===== config.mk =====
export PLATFORM = sky130hd
export DESIGN_NAME = unified_hunk_parser
export DESIGN_NICKNAME = d
export VERILOG_FILES = /design/src/rtl/uhp_pkg.sv /design/src/rtl/unified_hunk_parser.sv /design/src/rtl/uhp_core.sv /design/src/rtl/uhp_rsp_fifo.sv
export VERILOG_INCLUDE_DIRS = /design/src /design/src/rtl
export SDC_FILE = /design/constraint.sdc
export NUM_CORES = 1
export LEC_CHECK = 0
export ABC_AREA = 0
export BUFFER_PORTS_ARGS = -buffer_cell sky130_fd_sc_hd__buf_2
export CORE_MARGIN = 2
export CORE_UTILIZATION = 50
export DETAILED_ROUTE_END_ITERATION = 6
export GPL_TIMING_DRIVEN = 0
export PLACE_DENSITY_LB_ADDON = 0.08
export SETUP_SLACK_MARGIN = 0.05
export SYNTH_ARGS = -nofsm -noshare
export SYNTH_HDL_FRONTEND = slang
export SYNTH_SLANG_ARGS = --single-unit

===== constraint.sdc =====
create_clock -name clock -period 10.9 [get_ports clock]
set_input_delay 1.09 -clock clock [delete_from_list [all_inputs] [get_ports clock]]
set_output_delay 1.09 -clock clock [all_outputs]
set_load 0.005 [all_outputs]

===== src/rtl/unified_hunk_parser_macros.svh =====
// Assertion macros shared by the unified hunk parser RTL.
// Each macro expects signals named clock and reset in the calling scope.
`ifndef UNIFIED_HUNK_PARSER_MACROS_SVH
`define UNIFIED_HUNK_PARSER_MACROS_SVH

// Same-cycle implication, disabled while reset is high
`define UHP_ASSERT_IMPL(label, ante, cons, msg) \
   label: assert property (@(posedge clock) disable iff (reset) (ante) |-> (cons)) \
      else $error(msg);

// Next-cycle implication, disabled while reset is high
`define UHP_ASSERT_NEXT(label, ante, cons, msg) \
   label: assert property (@(posedge clock) disable iff (reset) (ante) |=> (cons)) \
      else $error(msg);

`endif


===== src/rtl/uhp_pkg.sv =====
// Shared types and codes of the unified hunk parser.
// No dependencies; imported by uhp_core, uhp_rsp_fifo, unified_hunk_parser and the testbench.
package uhp_pkg;

   // default upper bound for a range count
   localparam int unsigned UHP_MAX_COUNT = 65535;

   // result queue depth: room for two results per transaction plus slack
   localparam int unsigned RSP_DEPTH = 4;

   // result kinds
   localparam logic [2:0] KIND_BEFORE = 3'd0;
   localparam logic [2:0] KIND_AFTER  = 3'd1;
   localparam logic [2:0] KIND_BOTH   = 3'd2;
   localparam logic [2:0] KIND_ACCEPT = 3'd3;
   localparam logic [2:0] KIND_ERROR  = 3'd4;

   // error codes
   localparam logic [3:0] ERR_BAD_LITERAL   = 4'd0;
   localparam logic [3:0] ERR_UNTERMINATED  = 4'd1;
   localparam logic [3:0] ERR_COUNT_BIG     = 4'd2;
   localparam logic [3:0] ERR_MISSING_COUNT = 4'd3;
   localparam logic [3:0] ERR_INCOMPLETE    = 4'd4;
   localparam logic [3:0] ERR_MISPLACED     = 4'd5;
   localparam logic [3:0] ERR_BAD_KIND      = 4'd6;
   localparam logic [3:0] ERR_OLD_LENGTH    = 4'd7;
   localparam logic [3:0] ERR_NEW_LENGTH    = 4'd8;
   localparam logic [3:0] ERR_TRUNCATED     = 4'd9;

   // one result transaction
   typedef struct packed {
      logic [2:0] result_kind;
      logic [7:0] data_byte;
      logic [3:0] error_code;
      logic       run_end;
   } rsp_item_type;

   // results produced by one parsed byte, in order
   typedef struct packed {
      logic [1:0]   count;
      rsp_item_type first;
      rsp_item_type second;
   } push_type;

endpackage


===== src/rtl/unified_hunk_parser.sv =====
// Unified single-hunk patch parser: one patch byte per transaction in, routed bytes out.
// An accepted byte reaches its first result through the input register and then the result queue.
// Throughput: one byte per cycle; the input stalls only while more than two results wait in
// the four-entry result queue, which needs the result side to stall.
// Reset: synchronous, clears parser state, the input valid flag and the queue pointers; no clearing pass.
// Depends on uhp_pkg, uhp_core and uhp_rsp_fifo.
module unified_hunk_parser #(
   parameter int unsigned MAX_COUNT = uhp_pkg::UHP_MAX_COUNT
) (
   input  logic       clock,
   input  logic       reset,
   input  logic       req_valid,
   output logic       req_stall,
   input  logic [7:0] req_patch_byte,
   input  logic       req_last_byte,
   output logic       rsp_valid,
   input  logic       rsp_stall,
   output logic [2:0] rsp_result_kind,
   output logic [7:0] rsp_data_byte,
   output logic [3:0] rsp_error_code,
   output logic       rsp_run_end
);
   import uhp_pkg::*;

   localparam int unsigned LevelW = $clog2(RSP_DEPTH + 1);

   logic              in_valid_ff, in_valid_in;
   logic [7:0]        in_byte_ff;
   logic              in_last_ff;
   logic              advance;
   logic              req_take;
   logic [LevelW-1:0] level;
   push_type          push;
   rsp_item_type      rsp_item;

   // parse the held byte only when the queue has room for two results
   assign advance   = in_valid_ff && (level <= LevelW'(RSP_DEPTH - 2));
   assign req_stall = in_valid_ff && !advance;
   assign req_take  = req_valid && !req_stall;

   always_comb begin
      in_valid_in = in_valid_ff;
      if (req_take) begin
         in_valid_in = 1'b1;
      end else if (advance) begin
         in_valid_in = 1'b0;
      end
   end

   // hold the incoming transaction
   always_ff @(posedge clock) begin
      if (reset) begin
         in_valid_ff <= 1'b0;
      end else begin
         in_valid_ff <= in_valid_in;
      end
   end

   always_ff @(posedge clock) begin
      if (req_take) begin
         in_byte_ff <= req_patch_byte;
         in_last_ff <= req_last_byte;
      end
   end

   uhp_core #(
      .MAX_COUNT (MAX_COUNT)
   ) u_core (
      .clock      (clock),
      .reset      (reset),
      .advance    (advance),
      .patch_byte (in_byte_ff),
      .last_byte  (in_last_ff),
      .push       (push)
   );

   uhp_rsp_fifo #(
      .DEPTH (RSP_DEPTH)
   ) u_rsp_fifo (
      .clock     (clock),
      .reset     (reset),
      .push      (push),
      .rsp_stall (rsp_stall),
      .rsp_valid (rsp_valid),
      .rsp_item  (rsp_item),
      .level     (level)
   );

   assign rsp_result_kind = rsp_item.result_kind;
   assign rsp_data_byte   = rsp_item.data_byte;
   assign rsp_error_code  = rsp_item.error_code;
   assign rsp_run_end     = rsp_item.run_end;

endmodule


===== src/rtl/uhp_core.sv =====
// Byte-level parser state and next-state logic of the unified hunk parser.
// Depends on uhp_pkg and unified_hunk_parser_macros.svh.
`include "unified_hunk_parser_macros.svh"

module uhp_core #(
   parameter int unsigned MAX_COUNT = 65535
) (
   input  logic              clock,
   input  logic              reset,
   input  logic              advance,
   input  logic [7:0]        patch_byte,
   input  logic              last_byte,
   output uhp_pkg::push_type push
);
   import uhp_pkg::*;

   localparam int unsigned CountW = $clog2(MAX_COUNT + 1);
   localparam int unsigned WideW  = CountW + 4;
   localparam logic [WideW-1:0] MaxWide = WideW'(MAX_COUNT);

   // header literals and the no-newline marker
   localparam logic [8*4-1:0]  TXT_MINUS = "--- ";
   localparam logic [8*4-1:0]  TXT_PLUS  = "+++ ";
   localparam logic [8*4-1:0]  TXT_HUNK  = "@@ -";
   localparam logic [8*2-1:0]  TXT_MID   = " +";
   localparam logic [8*4-1:0]  TXT_TAIL  = " @@\n";
   localparam logic [8*28-1:0] TXT_MARK  = "\\ No newline at end of file\n";
   localparam logic [4:0]      MARK_LEN  = 5'd28;

   localparam logic [7:0] CH_NL        = 8'h0A;
   localparam logic [7:0] CH_SPACE     = 8'h20;
   localparam logic [7:0] CH_PLUS      = 8'h2B;
   localparam logic [7:0] CH_COMMA     = 8'h2C;
   localparam logic [7:0] CH_MINUS     = 8'h2D;
   localparam logic [7:0] CH_ZERO      = 8'h30;
   localparam logic [7:0] CH_NINE      = 8'h39;
   localparam logic [7:0] CH_BACKSLASH = 8'h5C;

   // line kinds; held newline uses the same codes
   localparam logic [1:0] LK_NONE  = 2'd0;
   localparam logic [1:0] LK_MINUS = 2'd1;
   localparam logic [1:0] LK_PLUS  = 2'd2;
   localparam logic [1:0] LK_BOTH  = 2'd3;

   // budget fault of the current line
   localparam logic [1:0] FAULT_NONE = 2'd0;
   localparam logic [1:0] FAULT_OLD  = 2'd1;
   localparam logic [1:0] FAULT_NEW  = 2'd2;

   typedef enum logic [3:0] {
      PH_LIT_MINUS,
      PH_LINE1,
      PH_LIT_PLUS,
      PH_LINE2,
      PH_LIT_HUNK,
      PH_OLD_START,
      PH_OLD_COUNT,
      PH_LIT_MID,
      PH_NEW_START,
      PH_NEW_COUNT,
      PH_LIT_TAIL,
      PH_BODY_START,
      PH_BODY_LINE,
      PH_MARKER
   } phase_type;

   typedef struct packed {
      logic              bad;
      logic [3:0]        code;
      logic [CountW-1:0] count;
   } close_type;

   phase_type         phase_ff, phase_in;
   logic [4:0]        lit_idx_ff, lit_idx_in;
   logic [CountW-1:0] num_ff, num_in;
   logic [CountW-1:0] rstart_ff, rstart_in;
   logic              seen_ff, seen_in;
   logic [CountW-1:0] old_rem_ff, old_rem_in;
   logic [CountW-1:0] new_rem_ff, new_rem_in;
   logic              old_closed_ff, old_closed_in;
   logic              new_closed_ff, new_closed_in;
   logic [1:0]        prev_kind_ff, prev_kind_in;
   logic [1:0]        held_ff, held_in;
   logic [1:0]        fault_ff, fault_in;
   logic              stopped_ff, stopped_in;

   // expected literal byte at a position
   function automatic logic [7:0] lit_char(phase_type ph, logic [4:0] idx);
      logic [7:0] ch;
      ch = 8'h00;
      case (ph)
         PH_LIT_MINUS: ch = TXT_MINUS[{~idx[1:0], 3'b000} +: 8];
         PH_LIT_PLUS:  ch = TXT_PLUS[{~idx[1:0], 3'b000} +: 8];
         PH_LIT_HUNK:  ch = TXT_HUNK[{~idx[1:0], 3'b000} +: 8];
         PH_LIT_MID:   ch = TXT_MID[{~idx[0], 3'b000} +: 8];
         PH_LIT_TAIL:  ch = TXT_TAIL[{~idx[1:0], 3'b000} +: 8];
         default: begin
            if (idx < MARK_LEN) begin
               ch = TXT_MARK[{5'd27 - idx, 3'b000} +: 8];
            end
         end
      endcase
      return ch;
   endfunction

   function automatic logic [4:0] lit_len(phase_type ph);
      logic [4:0] len;
      case (ph)
         PH_LIT_MINUS, PH_LIT_PLUS, PH_LIT_HUNK, PH_LIT_TAIL: len = 5'd4;
         PH_LIT_MID: len = 5'd2;
         default:    len = MARK_LEN;
      endcase
      return len;
   endfunction

   function automatic phase_type lit_next(phase_type ph);
      phase_type nx;
      case (ph)
         PH_LIT_MINUS: nx = PH_LINE1;
         PH_LIT_PLUS:  nx = PH_LINE2;
         PH_LIT_HUNK:  nx = PH_OLD_START;
         PH_LIT_MID:   nx = PH_NEW_START;
         default:      nx = PH_BODY_START;
      endcase
      return nx;
   endfunction

   // validate a finished range: start 0 with count 0, or start 1 with count > 0
   function automatic close_type close_check(phase_type ph, logic [CountW-1:0] num,
                                             logic [CountW-1:0] rstart, logic seen);
      close_type         cr;
      logic [CountW-1:0] start_v;
      logic              ok;
      if (ph == PH_OLD_START || ph == PH_NEW_START) begin
         start_v  = num;
         cr.count = CountW'(1);
      end else begin
         start_v  = rstart;
         cr.count = num;
      end
      ok = (cr.count == '0 && start_v == '0) ||
           (cr.count != '0 && start_v == CountW'(1));
      cr.bad  = !seen || !ok;
      cr.code = !seen ? ERR_MISSING_COUNT : ERR_INCOMPLETE;
      return cr;
   endfunction

   // parse one byte and collect its results
   always_comb begin
      close_type    cr;
      logic [WideW-1:0] prod;
      logic [4:0]   len;
      logic         err;
      logic [3:0]   code;
      logic         c_put;
      rsp_item_type c_item;
      logic         f_flush;
      logic [1:0]   fl_kind;
      logic         f_accept;
      logic [1:0]   pk;
      logic [1:0]   n;
      rsp_item_type slot0, slot1, item;

      phase_in      = phase_ff;
      lit_idx_in    = lit_idx_ff;
      num_in        = num_ff;
      rstart_in     = rstart_ff;
      seen_in       = seen_ff;
      old_rem_in    = old_rem_ff;
      new_rem_in    = new_rem_ff;
      old_closed_in = old_closed_ff;
      new_closed_in = new_closed_ff;
      prev_kind_in  = prev_kind_ff;
      held_in       = held_ff;
      fault_in      = fault_ff;
      stopped_in    = stopped_ff;

      cr       = '0;
      prod     = ({4'b0000, num_ff} << 3) + ({4'b0000, num_ff} << 1)
                 + WideW'(patch_byte[3:0]);
      len      = lit_len(phase_ff);
      err      = 1'b0;
      code     = ERR_BAD_LITERAL;
      c_put    = 1'b0;
      c_item   = '0;
      f_flush  = 1'b0;
      fl_kind  = LK_NONE;
      f_accept = 1'b0;
      pk       = LK_NONE;
      n        = 2'd0;
      slot0    = '0;
      slot1    = '0;
      item     = '0;

      if (advance && !stopped_ff) begin
         // consume the byte
         case (phase_ff)
            PH_LINE1, PH_LINE2: begin
               if (patch_byte == CH_NL) begin
                  phase_in   = (phase_ff == PH_LINE1) ? PH_LIT_PLUS : PH_LIT_HUNK;
                  lit_idx_in = '0;
               end
            end
            PH_OLD_START, PH_OLD_COUNT, PH_NEW_START, PH_NEW_COUNT: begin
               if (patch_byte inside {[CH_ZERO:CH_NINE]}) begin
                  if (prod > MaxWide) begin
                     err  = 1'b1;
                     code = ERR_COUNT_BIG;
                  end else begin
                     num_in  = prod[CountW-1:0];
                     seen_in = 1'b1;
                  end
               end else if (patch_byte == CH_COMMA &&
                            (phase_ff == PH_OLD_START || phase_ff == PH_NEW_START)) begin
                  if (!seen_ff) begin
                     err  = 1'b1;
                     code = ERR_MISSING_COUNT;
                  end else begin
                     rstart_in = num_ff;
                     num_in    = '0;
                     seen_in   = 1'b0;
                     phase_in  = (phase_ff == PH_OLD_START) ? PH_OLD_COUNT : PH_NEW_COUNT;
                  end
               end else begin
                  // close the range; the byte must open the following literal
                  cr = close_check(phase_ff, num_ff, rstart_ff, seen_ff);
                  if (cr.bad) begin
                     err  = 1'b1;
                     code = cr.code;
                  end else if (patch_byte != CH_SPACE) begin
                     err  = 1'b1;
                     code = ERR_BAD_LITERAL;
                  end else begin
                     lit_idx_in = 5'd1;
                     if (phase_ff == PH_NEW_START || phase_ff == PH_NEW_COUNT) begin
                        new_rem_in = cr.count;
                        phase_in   = PH_LIT_TAIL;
                     end else begin
                        old_rem_in = cr.count;
                        phase_in   = PH_LIT_MID;
                     end
                  end
               end
            end
            PH_BODY_START: begin
               if (patch_byte == CH_BACKSLASH) begin
                  if (prev_kind_ff == LK_NONE) begin
                     err  = 1'b1;
                     code = ERR_MISPLACED;
                  end else begin
                     held_in = LK_NONE;
                     if (prev_kind_ff != LK_PLUS) begin
                        old_closed_in = 1'b1;
                     end
                     if (prev_kind_ff != LK_MINUS) begin
                        new_closed_in = 1'b1;
                     end
                     prev_kind_in = LK_NONE;
                     phase_in     = PH_MARKER;
                     lit_idx_in   = 5'd1;
                  end
               end else if (patch_byte != CH_MINUS && patch_byte != CH_PLUS &&
                            patch_byte != CH_SPACE) begin
                  err  = 1'b1;
                  code = ERR_BAD_KIND;
               end else begin
                  // release the previous line's newline
                  if (held_ff != LK_NONE) begin
                     c_put              = 1'b1;
                     c_item.result_kind = {1'b0, held_ff - 2'd1};
                     c_item.data_byte   = CH_NL;
                  end
                  held_in = LK_NONE;
                  pk = (patch_byte == CH_MINUS) ? LK_MINUS :
                       (patch_byte == CH_PLUS)  ? LK_PLUS  : LK_BOTH;
                  prev_kind_in = pk;
                  fault_in     = FAULT_NONE;
                  if (pk != LK_PLUS && (old_closed_ff || old_rem_ff == '0)) begin
                     fault_in = FAULT_OLD;
                  end else if (pk != LK_MINUS && (new_closed_ff || new_rem_ff == '0)) begin
                     fault_in = FAULT_NEW;
                  end else begin
                     if (pk != LK_PLUS) begin
                        old_rem_in = old_rem_ff - CountW'(1);
                     end
                     if (pk != LK_MINUS) begin
                        new_rem_in = new_rem_ff - CountW'(1);
                     end
                  end
                  phase_in = PH_BODY_LINE;
               end
            end
            PH_BODY_LINE: begin
               if (patch_byte == CH_NL) begin
                  if (fault_ff != FAULT_NONE) begin
                     err  = 1'b1;
                     code = (fault_ff == FAULT_OLD) ? ERR_OLD_LENGTH : ERR_NEW_LENGTH;
                  end else begin
                     held_in  = prev_kind_ff;
                     phase_in = PH_BODY_START;
                  end
               end else if (fault_ff == FAULT_NONE) begin
                  c_put              = 1'b1;
                  c_item.result_kind = {1'b0, prev_kind_ff - 2'd1};
                  c_item.data_byte   = patch_byte;
               end
            end
            default: begin
               // literal match
               if (lit_idx_ff >= len || lit_char(phase_ff, lit_idx_ff) != patch_byte) begin
                  err  = 1'b1;
                  code = ERR_BAD_LITERAL;
               end else if (lit_idx_ff + 5'd1 == len) begin
                  lit_idx_in = '0;
                  phase_in   = lit_next(phase_ff);
                  num_in     = '0;
                  seen_in    = 1'b0;
                  if (lit_next(phase_ff) == PH_BODY_START) begin
                     prev_kind_in = LK_NONE;
                  end
               end else begin
                  lit_idx_in = lit_idx_ff + 5'd1;
               end
            end
         endcase

         // end of patch
         if (!err && last_byte) begin
            case (phase_in)
               PH_LINE1, PH_LINE2, PH_BODY_LINE: begin
                  err  = 1'b1;
                  code = ERR_UNTERMINATED;
               end
               PH_OLD_START, PH_OLD_COUNT, PH_NEW_START, PH_NEW_COUNT: begin
                  cr   = close_check(phase_in, num_in, rstart_in, seen_in);
                  err  = 1'b1;
                  code = cr.bad ? cr.code : ERR_BAD_LITERAL;
               end
               PH_BODY_START: begin
                  if (old_rem_in != '0 || new_rem_in != '0) begin
                     err  = 1'b1;
                     code = ERR_TRUNCATED;
                  end else begin
                     f_flush    = (held_in != LK_NONE);
                     fl_kind    = held_in - 2'd1;
                     held_in    = LK_NONE;
                     f_accept   = 1'b1;
                     stopped_in = 1'b1;
                  end
               end
               default: begin
                  err  = 1'b1;
                  code = ERR_BAD_LITERAL;
               end
            endcase
         end

         if (err) begin
            stopped_in = 1'b1;
         end

         // collect results in order
         if (c_put) begin
            slot0 = c_item;
            n     = 2'd1;
         end
         if (f_flush) begin
            item             = '0;
            item.result_kind = {1'b0, fl_kind};
            item.data_byte   = CH_NL;
            if (n == 2'd0) begin
               slot0 = item;
            end else begin
               slot1 = item;
            end
            n = n + 2'd1;
         end
         if (f_accept || err) begin
            item             = '0;
            item.result_kind = err ? KIND_ERROR : KIND_ACCEPT;
            item.error_code  = err ? code : 4'd0;
            if (n == 2'd0) begin
               slot0 = item;
            end else begin
               slot1 = item;
            end
            n = n + 2'd1;
         end
         if (n == 2'd1) begin
            slot0.run_end = 1'b1;
         end
         if (n == 2'd2) begin
            slot1.run_end = 1'b1;
         end
      end

      push.count  = n;
      push.first  = slot0;
      push.second = slot1;
   end

   // hold parser state
   always_ff @(posedge clock) begin
      if (reset) begin
         phase_ff      <= PH_LIT_MINUS;
         lit_idx_ff    <= '0;
         num_ff        <= '0;
         rstart_ff     <= '0;
         seen_ff       <= 1'b0;
         old_rem_ff    <= '0;
         new_rem_ff    <= '0;
         old_closed_ff <= 1'b0;
         new_closed_ff <= 1'b0;
         prev_kind_ff  <= LK_NONE;
         held_ff       <= LK_NONE;
         fault_ff      <= FAULT_NONE;
         stopped_ff    <= 1'b0;
      end else begin
         phase_ff      <= phase_in;
         lit_idx_ff    <= lit_idx_in;
         num_ff        <= num_in;
         rstart_ff     <= rstart_in;
         seen_ff       <= seen_in;
         old_rem_ff    <= old_rem_in;
         new_rem_ff    <= new_rem_in;
         old_closed_ff <= old_closed_in;
         new_closed_ff <= new_closed_in;
         prev_kind_ff  <= prev_kind_in;
         held_ff       <= held_in;
         fault_ff      <= fault_in;
         stopped_ff    <= stopped_in;
      end
   end

   `UHP_ASSERT_IMPL(a_silent_when_stopped, stopped_ff, push.count == 2'd0, "result after stop")
   `UHP_ASSERT_IMPL(a_run_end_on_last, push.count != 2'd0,
      (push.count == 2'd1 && push.first.run_end) ||
      (push.count == 2'd2 && push.second.run_end && !push.first.run_end),
      "run_end not on final result")
   `UHP_ASSERT_IMPL(a_stop_needs_byte, $rose(stopped_ff), $past(advance),
      "parser stopped without a byte")

endmodule


===== src/rtl/uhp_rsp_fifo.sv =====
// Small result queue of the unified hunk parser: takes up to two results a cycle.
// Depends on uhp_pkg.
module uhp_rsp_fifo #(
   parameter int unsigned DEPTH = 4
) (
   input  logic                            clock,
   input  logic                            reset,
   input  uhp_pkg::push_type               push,
   input  logic                            rsp_stall,
   output logic                            rsp_valid,
   output uhp_pkg::rsp_item_type           rsp_item,
   output logic [$clog2(DEPTH+1)-1:0]      level
);
   import uhp_pkg::*;

   localparam int unsigned PtrW   = $clog2(DEPTH);
   localparam int unsigned LevelW = $clog2(DEPTH + 1);

   rsp_item_type      mem_ff [DEPTH];
   logic [PtrW-1:0]   wr_ff, wr_in;
   logic [PtrW-1:0]   rd_ff, rd_in;
   logic [LevelW-1:0] level_ff, level_in;
   logic              pop;

   // advance pointers and occupancy
   always_comb begin
      pop      = rsp_valid && !rsp_stall;
      wr_in    = wr_ff + PtrW'(push.count);
      rd_in    = rd_ff + PtrW'(pop);
      level_in = level_ff + LevelW'(push.count) - LevelW'(pop);
   end

   always_ff @(posedge clock) begin
      if (reset) begin
         wr_ff    <= '0;
         rd_ff    <= '0;
         level_ff <= '0;
      end else begin
         wr_ff    <= wr_in;
         rd_ff    <= rd_in;
         level_ff <= level_in;
      end
   end

   // store results in arrival order
   always_ff @(posedge clock) begin
      if (push.count != 2'd0) begin
         mem_ff[wr_ff] <= push.first;
      end
      if (push.count == 2'd2) begin
         mem_ff[wr_ff + PtrW'(1)] <= push.second;
      end
   end

   assign rsp_valid = (level_ff != '0);
   assign rsp_item  = mem_ff[rd_ff];
   assign level     = level_ff;

endmodule


==> impl_metrics.csv <==
group,metric,value,unit
detailed_routing,drc,1,
cells_and_area,ant_cells,0,
floorplan,io_pins,31,
status,status,"finished with violations",
timing,setup_viol,0,
timing,slew-limit-headroom,14.6,%
timing,hold-worst-slack,452,ps
timing,max_freq,132,MHz
grt,pin_count_of_the_biggest_net_entering_global_routing,20,
power,static-leakage-power,4.93,nW
min_path,hp-class,"reg2reg",
grt,antenna_found_initial,0,
synthesis,share_of_flip_flops_with_an_asynchronous_set_or_reset_after_synthesis,0,%
setup_path,timing.critical_path.cells,"clkbuf_1, inv_1, fa_1, inv_1, fa_1, a21oi_1, o211ai_1, o211ai_1, a21boi_0, o31a_1, or2_2, clkbuf_1, nand2_1, o221ai_1, or2_2, nor4_4, ha_1, and2_1, mux2i_1, and2_0, clkbuf_1, a21oi_1, inv_1",
synthesis,syn-cell-area,12200,um2
detailed_routing,first_iter_violations,1659,
clocking,cts_htree_levels,4,
floorplan,start_util,50.5,%
timing,hold_vio_cnt_final,0,
clocking,clock_sinks,164,
grt,combined_global_route_utilization_of_all_metal_layers,32.3,%
timing,final_min_period_over_clock_period,69.4,%
timing,setup_tns,0,ps
clocking,hold_buffers,0,
clocking,post-cts-setup-buffers,0,
detailed_routing,postRouteWirelength,41500,um
synthesis,synth_flop_cell,"sky130_fd_sc_hd__dfxtp_1",
detailed_routing,dr.max_layer_used,"met4",
clocking,clock_buffers_created_by_tritoncts,17,
detailed_routing,dr_total_vias,12343,
clocking,post_cts_resized,0,
clocking,clk_path_buf_depth,2,
grt,globalRouteOverflowTotal,0,
synthesis,sequential_area_share_after_synthesis,31.0,%
floorplan,chipWidth,160,um
floorplan,floorplan.core_area,24100,um2
detailed_routing,avgViaCountPerCell,6.60,
placed_design,gp_routability_congestion,0.965,
timing,finalWorstPathRequiredPeriod,7560,ps
cells_and_area,area_delta_synth_final,9.48,%
synthesis,synth_commonest_cells,"sky130_fd_sc_hd__nor2_1, sky130_fd_sc_hd__nand2_1, sky130_fd_sc_hd__dfxtp_1, sky130_fd_sc_hd__a21oi_1, sky130_fd_sc_hd__clkbuf_1",
floorplan,dieArea,25600,um2
synthesis,postSynthRegisterBits,164,
placed_design,dp_worst_slack,3490,ps
grt,first_global_vias,11555,
detailed_routing,route.met2.wl,18400,um
detailed_routing,detailroute.wirelength.met3,3760,um
synthesis,ys_warn_count,0,
setup_path,highest_delay_cell_along_the_critical_path,"sky130_fd_sc_hd__fa_1",
setup_path,cp.required,10980,ps
floorplan,die_extent_in_y,160,um
placed_design,hpwlAfterDp,30600,um
flow_run,drv.max_cap_violation_count,0,
synthesis,synth_enable_flop_cells,49,
synthesis,netlist_top_cells_area,"sky130_fd_sc_hd__dfxtp_1, sky130_fd_sc_hd__edfxtp_1, sky130_fd_sc_hd__ha_1, sky130_fd_sc_hd__nor2_1, sky130_fd_sc_hd__a21oi_1",
timing,rsz_0062_raised_after_global_routing,"false",
synthesis,synth_cell_type_count,99,
floorplan,rows,57,
synthesis,postSynthNetCount,1559,
placed_design,port-buffer-count,29,
timing,worst_case_clock_skew,15.2,ps
synthesis,most_used_standard_cell_by_instance_count_after_synthesis,"sky130_fd_sc_hd__nor2_1",
detailed_routing,detailedRoute.firstPassIterationCount,7,
power,irDropWorstVdd,0.0900,mV
detailed_routing,m1WireLength,17200,um
setup_path,timing_worst_setup_path_type,"reg2reg",
cells_and_area,num-nets-final,1607,
timing,maxSlewViolCount,0,
timing,pin_slew_with_the_least_headroom_to_its_limit,1270,ps
setup_path,crit_fanout,10,
detailed_routing,drtAntennaViolNets,0,
grt,wire_length_of_the_first_global_routing_pass,65200,um
clocking,cts-root-buf,"sky130_fd_sc_hd__clkbuf_16",
cells_and_area,postLayoutCellArea,13300,um2
setup_path,arrival,7650,ps
synthesis,synth.top_cell.area_share,18.9,%
synthesis,postSynthAreaPerCell,8.21,um2
clocking,tritoncts,"yes",
cells_and_area,final_layout_size_suffix_gt1_share,8.87,%
synthesis,post_synth_top_area_cell,"sky130_fd_sc_hd__dfxtp_1",
setup_path,critical_path.startpoint_type,"flop",
status,violations,"design-rule violations",
setup_path,critPathCaptureType,"flop",
placed_design,postPlaceCellArea,12700,um2
clocking,clk_latency,440,ps
detailed_routing,routed_wire_length_per_instance,22.2,um
synthesis,synth_cells,1484,
power,cell_pwr_density,139,nW/um2
timing,setup_ws,3340,ps
setup_path,timing.critical_path.slowest_cell_delay,550,ps
clocking,clk_pin_slew,80,ps
-- through the flow --
step	utilization (%)	total power [W]	std cells
2_1_floorplan	-	0.00108	1484
3_3_place_gp	52.8	0.00123	1837
3_5_place_dp	52.8	0.00124	1837
4_1_cts	55.3	0.00185	1869
5_1_grt	55.3	0.00194	1869
6_report	55.3	0.00186	1869
-- cell usage in the layout (no fill, tap or decap), types with 13 or more instances in the layout --
| cell | instances |
|---|---|
| sky130_fd_sc_hd__xnor2_1 | 15 |
| sky130_fd_sc_hd__a22o_1 | 13 |
| sky130_fd_sc_hd__nand2_1 | 138 |
| sky130_fd_sc_hd__nand4_1 | 23 |
| sky130_fd_sc_hd__clkbuf_16 | 17 |
| sky130_fd_sc_hd__clkbuf_1 | 65 |
| sky130_fd_sc_hd__nor2b_1 | 21 |
| sky130_fd_sc_hd__and2_1 | 16 |
| sky130_fd_sc_hd__inv_1 | 43 |
| sky130_fd_sc_hd__nor4_1 | 19 |
| sky130_fd_sc_hd__buf_2 | 40 |
| sky130_fd_sc_hd__dfxtp_1 | 115 |
| sky130_fd_sc_hd__and3_1 | 16 |
| sky130_fd_sc_hd__edfxtp_1 | 49 |
| sky130_fd_sc_hd__ha_1 | 59 |
| sky130_fd_sc_hd__a31oi_1 | 22 |
| sky130_fd_sc_hd__a21oi_1 | 110 |
| sky130_fd_sc_hd__nor2_1 | 175 |
| sky130_fd_sc_hd__o211ai_1 | 14 |
| sky130_fd_sc_hd__or3_1 | 25 |
| sky130_fd_sc_hd__nand3_1 | 44 |
| sky130_fd_sc_hd__o22ai_1 | 17 |
| sky130_fd_sc_hd__nor3_1 | 52 |
| sky130_fd_sc_hd__o21ai_0 | 58 |
| sky130_fd_sc_hd__a211oi_1 | 42 |
| sky130_fd_sc_hd__mux2i_1 | 34 |
| sky130_fd_sc_hd__mux4_2 | 17 |
-- cell families (layout without fill, tap and decap cells) --
group	after synthesis	in the layout	synth area share, %
and+or+nand+nor	624	624	26.4
muxes	55	55	6.31
adders and majority gates	62	62	6.56
AOI/OAI and AO/OA	411	411	22.9
buffers and inverters	140	201	4.80
xor gates and xnor gates	28	28	2.08
DFF	164	164	31.0
-- worst paths after layout --
path	startpoint	endpoint	slack, ps	depth (start not counted)
max	in_byte_ff[3]	u_rsp_fifo.mem_ff[1][2]	3340	23
min	u_core.rstart_ff[9]	u_core.rstart_ff[9]	450	2
max reg2reg	in_byte_ff[3]	u_rsp_fifo.mem_ff[1][2]	3340	23
min reg2reg	u_core.rstart_ff[9]	u_core.rstart_ff[9]	450	2
-- per-layer routing --
metal | GRT usage [%] | up-vias
met3 | 6.03 | 173
met1 | 43.0 | 5791
met4 | 16.0 | 0
met5 | 0 | -
met2 | 50.4 | 688
li1 | - | 5691
-- area by class of cell --
cell class | count | area (um2)
fillers | 2340 | 10800
multi-input cells | 1180 | 7820
flip-flops and latches | 164 | 3770
clock buffers | 17 | 425
plain buffers | 96 | 419
well taps | 324 | 405
clock inverters | 15 | 179
inverters | 44 | 165
repair buffers | 29 | 145
-- sequential cells by signal, indices dropped and copies added, names as in the netlist, 4 cells and up --
name / count
u_core.lit_idx_ff: 5
u_core.rstart_ff: 16
u_core.new_rem_ff: 16
u_core.old_rem_ff: 16
u_core.num_ff: 16
u_rsp_fifo.mem_ff: 64
in_byte_ff: 8
u_core.phase_ff: 4
-- worst max-delay path: cells and delay by family, from the launching register on --
family | cells | cell delay, ps
AOI/OAI and AO/OA | 7 | 1610
adders and majority gates | 3 | 1440
buffers and inverters | 6 | 1630
DFF | 1 | 470
muxes | 1 | 430
and+or+nand+nor | 6 | 1580
-- where the power goes --
part	switching (W)	total (W)	internal (W)
combinational	0.000341	0.000537	0.000196
clock	0.000307	0.000618	0.000311
sequential	0.0000388	0.000704	0.000665
total	0.000687	0.00186	0.00117
No activity file was read; power rests on OpenSTA's default activity.
